<file path="src/rtl/timed_event_priority_queue_assert.svh">
// Assertion macros shared by the timed event priority queue RTL.
`ifndef TIMED_EVENT_PRIORITY_QUEUE_ASSERT_SVH
`define TIMED_EVENT_PRIORITY_QUEUE_ASSERT_SVH

`ifndef SYNTHESIS

// Property checked on every clock edge outside reset.
`define TEPQ_ASSERT(lbl, clk, rstn, prop, msg) \
    lbl: assert property (@(posedge clk) disable iff (!rstn) (prop)) else $error(msg);

// Implication whose consequent is checked in the following cycle.
`define TEPQ_ASSERT_NEXT(lbl, clk, rstn, ante, cons, msg) \
    lbl: assert property (@(posedge clk) disable iff (!rstn) (ante) |=> (cons)) else $error(msg);

`else

`define TEPQ_ASSERT(lbl, clk, rstn, prop, msg)
`define TEPQ_ASSERT_NEXT(lbl, clk, rstn, ante, cons, msg)

`endif

`endif

</file>
<file path="src/rtl/tepq_pkg.sv">
// Package: types, constants and key function of the timed event priority queue.
`default_nettype none

package tepq_pkg;

    localparam int DEPTH_DEF = 16;
    localparam int SLOT_W    = 26;
    localparam int KEY_W     = 18;
    localparam int OUT_CNT_W = 5;

    localparam int SEC_PER_HOUR = 3600;
    localparam int SEC_PER_MIN  = 60;

    localparam logic OP_INSERT = 1'b0;
    localparam logic OP_POP    = 1'b1;

    localparam logic [1:0] ST_INSERTED = 2'd0;
    localparam logic [1:0] ST_POPPED   = 2'd1;
    localparam logic [1:0] ST_EMPTY    = 2'd2;
    localparam logic [1:0] ST_FULL     = 2'd3;

    typedef struct packed {
        logic [7:0] tag;
        logic [5:0] hours;
        logic [5:0] minutes;
        logic [5:0] seconds;
    } t_slot;

    function automatic logic [KEY_W-1:0] time_key(input t_slot s);
        time_key = KEY_W'(s.hours) * KEY_W'(SEC_PER_HOUR)
                 + KEY_W'(s.minutes) * KEY_W'(SEC_PER_MIN)
                 + KEY_W'(s.seconds);
    endfunction

endpackage

`default_nettype wire

</file>
<file path="src/rtl/tepq_mem.sv">
// Event slot memory: one write port, one registered read port.
`default_nettype none

module tepq_mem
    import tepq_pkg::*;
#(
    parameter int DEPTH = DEPTH_DEF,
    parameter int AW    = $clog2(DEPTH)
) (
    input  wire logic          i_clk,
    input  wire logic          i_we,
    input  wire logic [AW-1:0] i_waddr,
    input  wire t_slot         i_wdata,
    input  wire logic          i_re,
    input  wire logic [AW-1:0] i_raddr,
    output t_slot              o_rdata
);

    t_slot r_mem [DEPTH];
    t_slot r_rdata;

    always_ff @(posedge i_clk) begin
        if (i_we) begin
            r_mem[i_waddr] <= i_wdata;
        end
    end

    always_ff @(posedge i_clk) begin
        if (i_re) begin
            r_rdata <= r_mem[i_raddr];
        end
    end

    assign o_rdata = r_rdata;

endmodule

`default_nettype wire

</file>
<file path="src/rtl/tepq_scan.sv">
// Shared key unit: forms the time key of one slot a cycle and keeps the running minimum.
`default_nettype none

module tepq_scan
    import tepq_pkg::*;
#(
    parameter int AW = $clog2(DEPTH_DEF)
) (
    input  wire logic          i_clk,
    input  wire logic          i_rst_n,
    input  wire logic          i_clear,
    input  wire logic          i_valid,
    input  wire logic [AW-1:0] i_idx,
    input  wire t_slot         i_slot,
    output logic               o_fire,
    output logic [AW-1:0]      o_best_idx,
    output t_slot              o_best_slot
);

    logic             r_k_valid;
    logic [AW-1:0]    r_k_idx;
    t_slot            r_k_slot;
    logic [KEY_W-1:0] r_key;

    logic             r_have;
    logic [KEY_W-1:0] r_best_key;
    logic [AW-1:0]    r_best_idx;
    t_slot            r_best_slot;

    logic w_take;

    // key stage
    always_ff @(posedge i_clk) begin
        if (!i_rst_n || i_clear) begin
            r_k_valid <= 1'b0;
        end else begin
            r_k_valid <= i_valid;
        end
    end

    always_ff @(posedge i_clk) begin
        r_k_idx  <= i_idx;
        r_k_slot <= i_slot;
        r_key    <= time_key(i_slot);
    end

    // strict less-than keeps the earlier slot on a tie
    assign w_take = r_k_valid && (!r_have || (r_key < r_best_key));

    always_ff @(posedge i_clk) begin
        if (!i_rst_n || i_clear) begin
            r_have <= 1'b0;
        end else if (w_take) begin
            r_have <= 1'b1;
        end
    end

    always_ff @(posedge i_clk) begin
        if (w_take) begin
            r_best_key  <= r_key;
            r_best_idx  <= r_k_idx;
            r_best_slot <= r_k_slot;
        end
    end

    assign o_fire      = r_k_valid;
    assign o_best_idx  = r_best_idx;
    assign o_best_slot = r_best_slot;

endmodule

`default_nettype wire

</file>
<file path="src/rtl/timed_event_priority_queue.sv">
// Top level of the timed event priority queue: sequencer, slot memory and key unit.
//
// Input channel i_valid / o_stall carries one command word: opcode 0 inserts an
// event (tag and h:m:s time), opcode 1 pops the event with the smallest key
// h*3600+m*60+s, the earliest inserted one on a tie. Output channel o_valid /
// i_stall returns one result word per command: status, popped event, count.
// Timing: an insert or an empty pop goes from accept straight to the finish
// step, which loads the result once the output register is free. A pop over n
// held events scans all n slots through the one key unit, one slot a cycle,
// then moves the m slots behind the winner up by one through the memory's
// read and write ports, then loads the result in the finish step. The next
// command can be taken in the same cycle that o_valid rises. One command is
// worked on at a time; o_stall is high from accept until the result is loaded.
// The result sits in an output register; while i_stall holds it, the next
// command is accepted and worked, and its result waits until the register
// frees. Reset empties the table at once; slot contents are not cleared.
`default_nettype none

`include "timed_event_priority_queue_assert.svh"

module timed_event_priority_queue
    import tepq_pkg::*;
#(
    parameter int DEPTH = DEPTH_DEF
) (
    input  wire logic        i_clk,
    input  wire logic        i_rst_n,
    input  wire logic        i_valid,
    output logic             o_stall,
    input  wire logic        i_opcode,
    input  wire logic [7:0]  i_client_tag,
    input  wire logic [5:0]  i_event_hours,
    input  wire logic [5:0]  i_event_minutes,
    input  wire logic [5:0]  i_event_seconds,
    output logic             o_valid,
    input  wire logic        i_stall,
    output logic [1:0]       o_status,
    output logic [7:0]       o_due_tag,
    output logic [5:0]       o_due_hours,
    output logic [5:0]       o_due_minutes,
    output logic [5:0]       o_due_seconds,
    output logic [OUT_CNT_W-1:0] o_pending_count
);

    localparam int AW = $clog2(DEPTH);
    localparam int CW = $clog2(DEPTH + 1);
    localparam logic [CW-1:0] DEPTH_C = CW'(DEPTH);

    localparam logic [1:0] S_IDLE   = 2'd0;
    localparam logic [1:0] S_SCAN   = 2'd1;
    localparam logic [1:0] S_SHIFT  = 2'd2;
    localparam logic [1:0] S_FINISH = 2'd3;

    logic [1:0]    r_state;
    logic [CW-1:0] r_count;
    logic [CW-1:0] n_count;
    logic          r_op;
    t_slot         r_in;
    logic [CW-1:0] r_rd_idx;
    logic          r_rd_pend;
    logic [AW-1:0] r_rd_addr;
    logic [CW-1:0] r_cmp_cnt;

    logic          r_out_valid;
    logic [1:0]    r_out_status;
    t_slot         r_out_slot;
    logic [OUT_CNT_W-1:0] r_out_count;

    logic          w_accept;
    logic          w_issue;
    logic          w_fin;
    logic          w_full;
    logic          w_empty;
    logic [1:0]    w_status;
    logic          w_we;
    logic [AW-1:0] w_waddr;
    t_slot         w_wdata;
    t_slot         w_rdata;
    logic          w_fire;
    logic [AW-1:0] w_best_idx;
    t_slot         w_best_slot;

    assign o_stall  = (r_state != S_IDLE);
    assign w_accept = i_valid && !o_stall;
    assign w_full   = (r_count == DEPTH_C);
    assign w_empty  = (r_count == '0);
    assign w_issue  = ((r_state == S_SCAN) || (r_state == S_SHIFT)) && (r_rd_idx < r_count);
    assign w_fin    = (r_state == S_FINISH) && (!r_out_valid || !i_stall);

    always_comb begin
        if (r_op == OP_INSERT) begin
            w_status = w_full ? ST_FULL : ST_INSERTED;
        end else begin
            w_status = w_empty ? ST_EMPTY : ST_POPPED;
        end
    end

    always_comb begin
        unique case (w_status)
            ST_INSERTED: n_count = r_count + CW'(1);
            ST_POPPED:   n_count = r_count - CW'(1);
            default:     n_count = r_count;
        endcase
    end

    // memory write: slot move-up during shift, new event at the tail on insert
    always_comb begin
        if (r_state == S_SHIFT) begin
            w_we    = r_rd_pend;
            w_waddr = r_rd_addr - AW'(1);
            w_wdata = w_rdata;
        end else begin
            w_we    = w_fin && (w_status == ST_INSERTED);
            w_waddr = r_count[AW-1:0];
            w_wdata = r_in;
        end
    end

    tepq_mem #(
        .DEPTH (DEPTH),
        .AW    (AW)
    ) u_mem (
        .i_clk   (i_clk),
        .i_we    (w_we),
        .i_waddr (w_waddr),
        .i_wdata (w_wdata),
        .i_re    (w_issue),
        .i_raddr (r_rd_idx[AW-1:0]),
        .o_rdata (w_rdata)
    );

    tepq_scan #(
        .AW (AW)
    ) u_scan (
        .i_clk       (i_clk),
        .i_rst_n     (i_rst_n),
        .i_clear     (w_accept),
        .i_valid     ((r_state == S_SCAN) && r_rd_pend),
        .i_idx       (r_rd_addr),
        .i_slot      (w_rdata),
        .o_fire      (w_fire),
        .o_best_idx  (w_best_idx),
        .o_best_slot (w_best_slot)
    );

    // sequencer
    always_ff @(posedge i_clk) begin
        if (!i_rst_n) begin
            r_state   <= S_IDLE;
            r_count   <= '0;
            r_rd_pend <= 1'b0;
            r_rd_idx  <= '0;
            r_cmp_cnt <= '0;
        end else begin
            r_rd_pend <= w_issue;
            if (w_issue) begin
                r_rd_idx <= r_rd_idx + CW'(1);
            end
            unique case (r_state)
                S_IDLE: begin
                    if (w_accept) begin
                        r_rd_idx  <= '0;
                        r_cmp_cnt <= '0;
                        if ((i_opcode == OP_POP) && !w_empty) begin
                            r_state <= S_SCAN;
                        end else begin
                            r_state <= S_FINISH;
                        end
                    end
                end
                S_SCAN: begin
                    if (w_fire) begin
                        r_cmp_cnt <= r_cmp_cnt + CW'(1);
                    end
                    if (r_cmp_cnt == r_count) begin
                        // all slots compared; move up those behind the winner
                        r_rd_idx <= CW'(w_best_idx) + CW'(1);
                        r_state  <= S_SHIFT;
                    end
                end
                S_SHIFT: begin
                    if (!w_issue && !r_rd_pend) begin
                        r_state <= S_FINISH;
                    end
                end
                S_FINISH: begin
                    if (w_fin) begin
                        r_count <= n_count;
                        r_state <= S_IDLE;
                    end
                end
                default: r_state <= S_IDLE;
            endcase
        end
    end

    always_ff @(posedge i_clk) begin
        if (w_issue) begin
            r_rd_addr <= r_rd_idx[AW-1:0];
        end
        if (w_accept) begin
            r_op       <= i_opcode;
            r_in.tag     <= i_client_tag;
            r_in.hours   <= i_event_hours;
            r_in.minutes <= i_event_minutes;
            r_in.seconds <= i_event_seconds;
        end
    end

    // output register
    always_ff @(posedge i_clk) begin
        if (!i_rst_n) begin
            r_out_valid <= 1'b0;
        end else if (w_fin) begin
            r_out_valid <= 1'b1;
        end else if (!i_stall) begin
            r_out_valid <= 1'b0;
        end
    end

    always_ff @(posedge i_clk) begin
        if (w_fin) begin
            r_out_status <= w_status;
            r_out_slot   <= (w_status == ST_POPPED) ? w_best_slot : '0;
            r_out_count  <= OUT_CNT_W'(n_count);
        end
    end

    assign o_valid         = r_out_valid;
    assign o_status        = r_out_status;
    assign o_due_tag       = r_out_slot.tag;
    assign o_due_hours     = r_out_slot.hours;
    assign o_due_minutes   = r_out_slot.minutes;
    assign o_due_seconds   = r_out_slot.seconds;
    assign o_pending_count = r_out_count;

    `TEPQ_ASSERT(a_count_max, i_clk, i_rst_n, r_count <= DEPTH_C, "event count above depth")
    `TEPQ_ASSERT(a_cmp_bound, i_clk, i_rst_n, (r_state != S_SCAN) || (r_cmp_cnt <= r_count), "more compares than events")
    `TEPQ_ASSERT(a_wr_inside, i_clk, i_rst_n, !w_we || (CW'(w_waddr) < r_count) || (r_state == S_FINISH), "slot move writes past the tail")
    `TEPQ_ASSERT_NEXT(a_pop_dec, i_clk, i_rst_n, w_fin && (w_status == ST_POPPED), r_count == $past(r_count) - CW'(1), "pop did not remove one event")

endmodule

`default_nettype wire
</file>
<file path="config.mk">
export PLATFORM = sky130hd
export DESIGN_NAME = timed_event_priority_queue
export DESIGN_NICKNAME = d
export VERILOG_FILES = /design/src/rtl/tepq_pkg.sv /design/src/rtl/tepq_mem.sv /design/src/rtl/tepq_scan.sv /design/src/rtl/timed_event_priority_queue.sv
export VERILOG_INCLUDE_DIRS = /design/src /design/src/rtl
export SDC_FILE = /design/constraint.sdc
export NUM_CORES = 1
export LEC_CHECK = 0
export BUFFER_PORTS_ARGS = -buffer_cell sky130_fd_sc_hd__buf_4
export CAP_MARGIN = 20
export CORE_MARGIN = 2
export CORE_UTILIZATION = 55
export DETAILED_ROUTE_END_ITERATION = 10
export GPL_TIMING_DRIVEN = 0
export HOLD_SLACK_MARGIN = 0.06
export PLACE_DENSITY = 0.69
export RECOVER_POWER = 100
export SKIP_CTS_REPAIR_TIMING = 1
export SYNTH_ARGS = -nofsm -noshare
export SYNTH_HDL_FRONTEND = slang
export SYNTH_SLANG_ARGS = --single-unit
export TNS_END_PERCENT = 20
</file>
<file path="constraint.sdc">
create_clock -name i_clk -period 6.6 [get_ports i_clk]
set_clock_uncertainty 0.05 [all_clocks]
set_input_delay 0.99 -clock i_clk [delete_from_list [all_inputs] [get_ports i_clk]]
set_output_delay 0.99 -clock i_clk [all_outputs]
set_load 0.02 [all_outputs]
</file>
-- After elaboration in Yosys (flattened, before gate mapping)
Memories as Yosys holds them, arrays and structs flattened. A register that Yosys moved wholly into a read port is not among the register bits.
Cells that the tools add are included.
- input port bits: 31
- latch bits: 0
- memories kept: 1
- bits in writable memories: 416
- flip-flop bits (word level): 181
- ROM bits: 0
- bitwise operators: 0
- add/subtract/negate cells: 8
- reductions and logical operators: 28
- div/mod/pow operators: 0
- eq/ne operators: 12
- multiply operators: 2
- multiplexer cells: 24
- magnitude comparators: 2
- shift operators: 0
- memory list (name ; words ; width ; rd ports ; clocked after Yosys merged registers in ; wr ports ; RTL line ; source):
    u_mem.r_mem ; 16 ; 26 ; 1 ; 1 ; 1 ; tepq_mem.sv:19 ; t_slot r_mem [DEPTH];
- operator list (kind ; number):
    $pmux 5 s2 ; 3
    $mux 26 ; 1
    $mux 5 ; 5
    $add 18x12->18 ; 1
    $add 18x6->18 ; 1
    $lt 18x18->1 ; 1
    $mux 2 ; 8
    $add 5x1->5 const B ; 3
    $mul 6x8->14 const B ; 1
    $mul 6x4->10 const B ; 1
    $ne 2x1->1 const B ; 5
    $logic_and 1x1->1 ; 8
    $logic_not 1->1 ; 8
    $pmux 2 s4 ; 1
    $add 4x1->5 const B ; 1
    $eq 5x5->1 ; 1
    $eq 5x5->1 const B ; 1
    $logic_not 5->1 ; 1
    $lt 5x5->1 ; 1
    $mux 1 ; 5
    $sub 5x1->5 const B ; 1
    $eq 2x1->1 const B ; 2
    $eq 2x2->1 const B ; 2
    $logic_not 2->1 ; 2
    other kinds (8) ; 12

-- Logic depth before layout (Yosys ltp)
- depth after elaboration: 8
- gate-level depth with buffers: 19

-- Cells and area by module
From an unflattened synthesis, not the netlist that was laid out.
- cells, all modules: 1383
- area total of the unflattened synthesis: 25270.5 um2
- by module, submodules not included (module ; instances ; cells each ; area an instance (um2)):
    tepq_mem ; 1 ; 686 ; 16637.2
    tepq_scan ; 1 ; 366 ; 4584.4
    timed_event_priority_queue ; 1 ; 331 ; 4048.9

-- Worst setup path before layout
OpenSTA, ideal clock, no wires.
- kind: register to register
- from: reg, netlist name u_mem.o_rdata[6]
- to: reg u_scan.r_key[16]
- setup time: 0.123 ns
- stages on the path, launching flop included: 20
- period minus slack after synthesis: 4.309 ns
- setup slack: 2.291 ns
- data required time: 6.427 ns
- arrival time: 4.136 ns
- path buffers: 1
- cell sequence: edfxtp_1 fa_1 inv_1 fa_1 inv_1 ha_1 a21o_1 a21oi_1 o21ai_0 nor2_1 xnor2_1 ha_1 ha_1 clkbuf_1 o211ai_1 a22oi_1 nand2_1 a21oi_1 nand3_1 xnor2_1
- cells in the longest elaborated chain, start to end: 3
- ends and longest elaborated chain (item ; RTL line ; source):
    $mul 6x4->10 ; tepq_pkg.sv:31 ; + KEY_W'(s.minutes) * KEY_W'(SEC_PER_MIN)
    $add 18x12->18 ; tepq_pkg.sv:31 ;
    $add 18x6->18 ; tepq_pkg.sv:32 ; + KEY_W'(s.seconds);
    to (signal assigned) ; tepq_scan.sv:44 ; r_key <= time_key(i_slot);
    to (decl) ; tepq_scan.sv:23 ; logic [KEY_W-1:0] r_key;
No other way between the ends.
A chain may end at the register's enable or synchronous reset.

-- Worst setup path after layout
- from: reg r_count[2]
- to: reg r_rd_idx[3]
- cells in the longest elaborated chain, start to end: 5
- elaborated cells between the ends (all ways): 7
- those cells by class: order compare: 1; eq/ne: 1; mux: 4; reduce/logical: 1
- ends and longest elaborated chain (item ; RTL line ; source):
    from (decl) ; timed_event_priority_queue.sv:55 ; logic [CW-1:0] r_count;
    from (signal assigned) ; timed_event_priority_queue.sv:188 ; r_count <= n_count;
    $lt 5x5->1 * ; timed_event_priority_queue.sv:87 ; assign w_issue = ((r_state == S_SCAN) || (r_state == S_SHIFT)) && (r_rd_idx < r_count);
    $logic_and 1x1->1 * ; timed_event_priority_queue.sv:87 ;
    net u_mem.i_re ; tepq_mem.sv:14 ; input wire logic i_re,
    $mux 5 * ; timed_event_priority_queue.sv:156 ; if (w_issue) begin
    $mux 5 (on tied branches) ; timed_event_priority_queue.sv:175, timed_event_priority_queue.sv:161 ;
    $pmux 5 s2 * ; timed_event_priority_queue.sv:159 ; unique case (r_state)
    to (signal assigned) ; timed_event_priority_queue.sv:157 ; r_rd_idx <= r_rd_idx + CW'(1);
    to (signal assigned) ; timed_event_priority_queue.sv:177 ; r_rd_idx <= CW'(w_best_idx) + CW'(1);
    to (decl) ; timed_event_priority_queue.sv:59 ; logic [CW-1:0] r_rd_idx;
The timed path passes the listed nets; every way through them passes the cells marked *.

==> results.ini <==
[run_status]
status = finished, violations left
violations = capacitance limit, slew limit

[finish]
diodes = 0
final_common_cell = edfxtp_1
final_cell_mix = edfxtp_1, mux4_2, clkbuf_1
drive_above_1_share_pct = 17.8
area_delta_synth_final_pct = 12.7
fin_area_mm2 = 0.0281
nets = 1575

[detailed_routing]
first_iter_violations = 1154
viasPerCell = 5.81
wl_per_cell_um = 24.7
drc = 0
antenna_left = 0
wl_um = 51700
firstDrtPassIters = 5
vias = 12146

[clock_network]
cts_sinks = 619
cts_made_buffers = 59
cts_max_level = 2
cts_root_buf = clkbuf_16
tritoncts = done
cts_buffer_depth = 3
cts.clk_slew.worst_paths_ps = 60
clk_latency_ps = 620

[sta]
relSlewSlack_pct = -31.0
worst_pin_slew_ps = 1960
rsz0062_at_grt = false
clock.fmax_mhz = 201
setup_violations = 0
drv_slew = 232
hold_viol = 0
setup_ws_ps = 1640
min_period_ps = 4960
min_period_over_period_pct = 75.2
setup_tns_ps = 0

[global_routing]
grt_max_degree = 40
grtUsageTotal_pct = 22.8
grt_remaining_overflow = 0
antenna_found_initial = 0
grt_pass1_vias = 12569
grt_pass1_wl_um = 78100

[logic_synthesis]
synth_seq_cells = 619
yosys.area_share.xor_xnor_pct = 1.37
synth-compound-area-share_pct = 2.51
ys_types = 58
synthArstFlopShare_pct = 0
ys.warnings.count = 0
yosysSeqAreaShare_pct = 71.9
muxShareOfSynthArea_pct = 13.2
synth_top_family_by_area = multiplexers
synth_enable_flop_cells = 552
avgSynthCellArea_um2 = 19.3
ys.flop_type = edfxtp_1
synthAdderAreaFrac_pct = 5.71
syn_nets = 1429
syn-cell-area_mm2 = 0.0249
syn-instance-count = 1295
synth_simple_gate_area_share_pct = 3.26

[floorplan]
die_x_um = 217
die_area_mm2 = 0.0471
core_mm2 = 0.0451
rows = 78
io_pins = 66
start_util_pct = 55.3
die_h_um = 217

[pwr]
powerDensity_mw_per_mm2 = 482
ir_worst_vdd_mv = 0.478
combPwrFrac_pct = 35.9
power.share.sequential_pct = 38.9
intPower_uw = 9150
swShare_pct = 32.4
p_leak_uw = 0.00946
clockPowerShare_pct = 25.2
switching_power_uw = 4390

[setup_path]
cp_max_fo = 15
end_kind = flip-flop
rr_worst_depth = 10
crit_arrival_ps = 5420
worstSetupPathType = reg -> reg
cp.required_ps = 7050
crit_path_start_kind = flip-flop

[placed_design]
placed_area_mm2 = 0.0268
dp_hpwl_um = 33400
gp_congestion = 0.812
dp_slack_ps = 1740
portBuffers = 65

[min_path]
worst_hold_path_type = reg -> reg
min_path_cells = 0

[job]
drv_cap = 15

## cell usage after synthesis (4+ instances only)
cell type  instances  area (µm²)
mux2_2            27         304
nand4_1            9        56.3
inv_1             76         285
nand2b_1           9        56.3
o211ai_1           4        30.0
buf_2             14        70.1
a21o_1             9        67.6
clkbuf_1          17        63.8
o21ai_0           15        75.1
a21oi_1           25         125
nor3_1             8        40.0
nor2_1            46         173
nand3_1            8        40.0
a211oi_1           4        30.0
nand2_1           31         116
mux4_2           130        2930
ha_1              85        1060
and2_1            30         188
edfxtp_1         552       16600
a21boi_0           4        30.0
xnor2_1           24         210
mux2i_1            5        50.1
o21a_1             5        37.5
xor2_1            15         131
dfxtp_1           67        1340
nor2b_1           10        62.6
o21bai_1           5        37.5
fa_1              18         360
## flip-flops by register name, indices dropped and copies added (netlist names), 2 cells and up
register	count
r_state	2
o_status	2
u_scan.o_best_slot	24
o_due_minutes	6
o_due_seconds	6
u_scan.r_key	16
r_count	5
u_mem.o_rdata	26
o_due_tag	8
u_scan.r_best_key	18
u_scan.o_best_idx	4
r_rd_idx	5
o_pending_count	5
u_scan.r_k_slot	26
r_in	26
r_rd_addr	4
u_mem.r_mem	416
u_scan.r_k_idx	4
r_cmp_cnt	5
o_due_hours	6
## kinds of logic (layout without fill, tap and decap cells)
group / count (synthesis) / after routing
AOI/OAI and AO/OA: 93 / 93
DFF: 619 / 619
xor gates and xnor gates: 39 / 39
muxes: 162 / 162
buffers and inverters: 117 / 313
and+or+nand+nor: 162 / 162
adders and majority gates: 103 / 103
## stage by stage
stage	std cells	total power, µW	hold WS [ps]	util, %
2_1_floorplan	1295	9060	292	-
3_3_place_gp	1960	10200	303	58.0
3_5_place_dp	1980	10300	310	59.4
4_1_cts	2091	13800	323	63.8
5_1_grt	2091	14400	329	62.3
6_report	2091	13500	325	62.3
## final cells by class
cell class / count / area [µm²]
plain buffers: 40 / 236
clock buffers: 86 / 1680
clock inverters: 25 / 324
fillers: 3220 / 17000
inverters: 77 / 289
multi-input cells: 559 / 6470
flip-flops and latches: 619 / 17900
well taps: 600 / 751
repair buffers: 85 / 428
## power by group through the flow
stage / Combinational (µW) / Clock, µW / Sequential [µW]
after global routing: 5500 / 3630 / 5290
after detailed placement: 5010 / 0 / 5340
final: 4860 / 3420 / 5260
after floorplan: 3790 / 0 / 5270
after global placement: 4820 / 0 / 5330
after CTS: 5050 / 3480 / 5250
## path summary, 6_finish.rpt
path                                         from             endpoint  slack, ps
worst max-delay path                   r_count[2]          r_rd_idx[3]       1640
worst min-delay path            u_mem.o_rdata[18]  u_scan.r_k_slot[18]        320
worst max register to register         r_count[2]          r_rd_idx[3]       1640
worst min register to register  u_mem.o_rdata[18]  u_scan.r_k_slot[18]        320
## critical path, cell delays in order (launching register included)
cell	delay, ps
dfxtp_1	490
inv_1	140
ha_1	330
a21oi_1	160
o21ai_0	100
a31oi_1	1100
clkbuf_1	830
clkbuf_1	1060
nand4_1	210
xor2_1	240
o21ai_0	120
## routing by layer
layer	up-vias	track usage [%]	wire length, µm
li1	5373	-	-
met5	-	0	0
met2	388	38.4	26000
met4	0	7.10	1330
met3	77	3.23	2970
met1	6308	31.3	21400
Power figures use the tool's default switching activity.
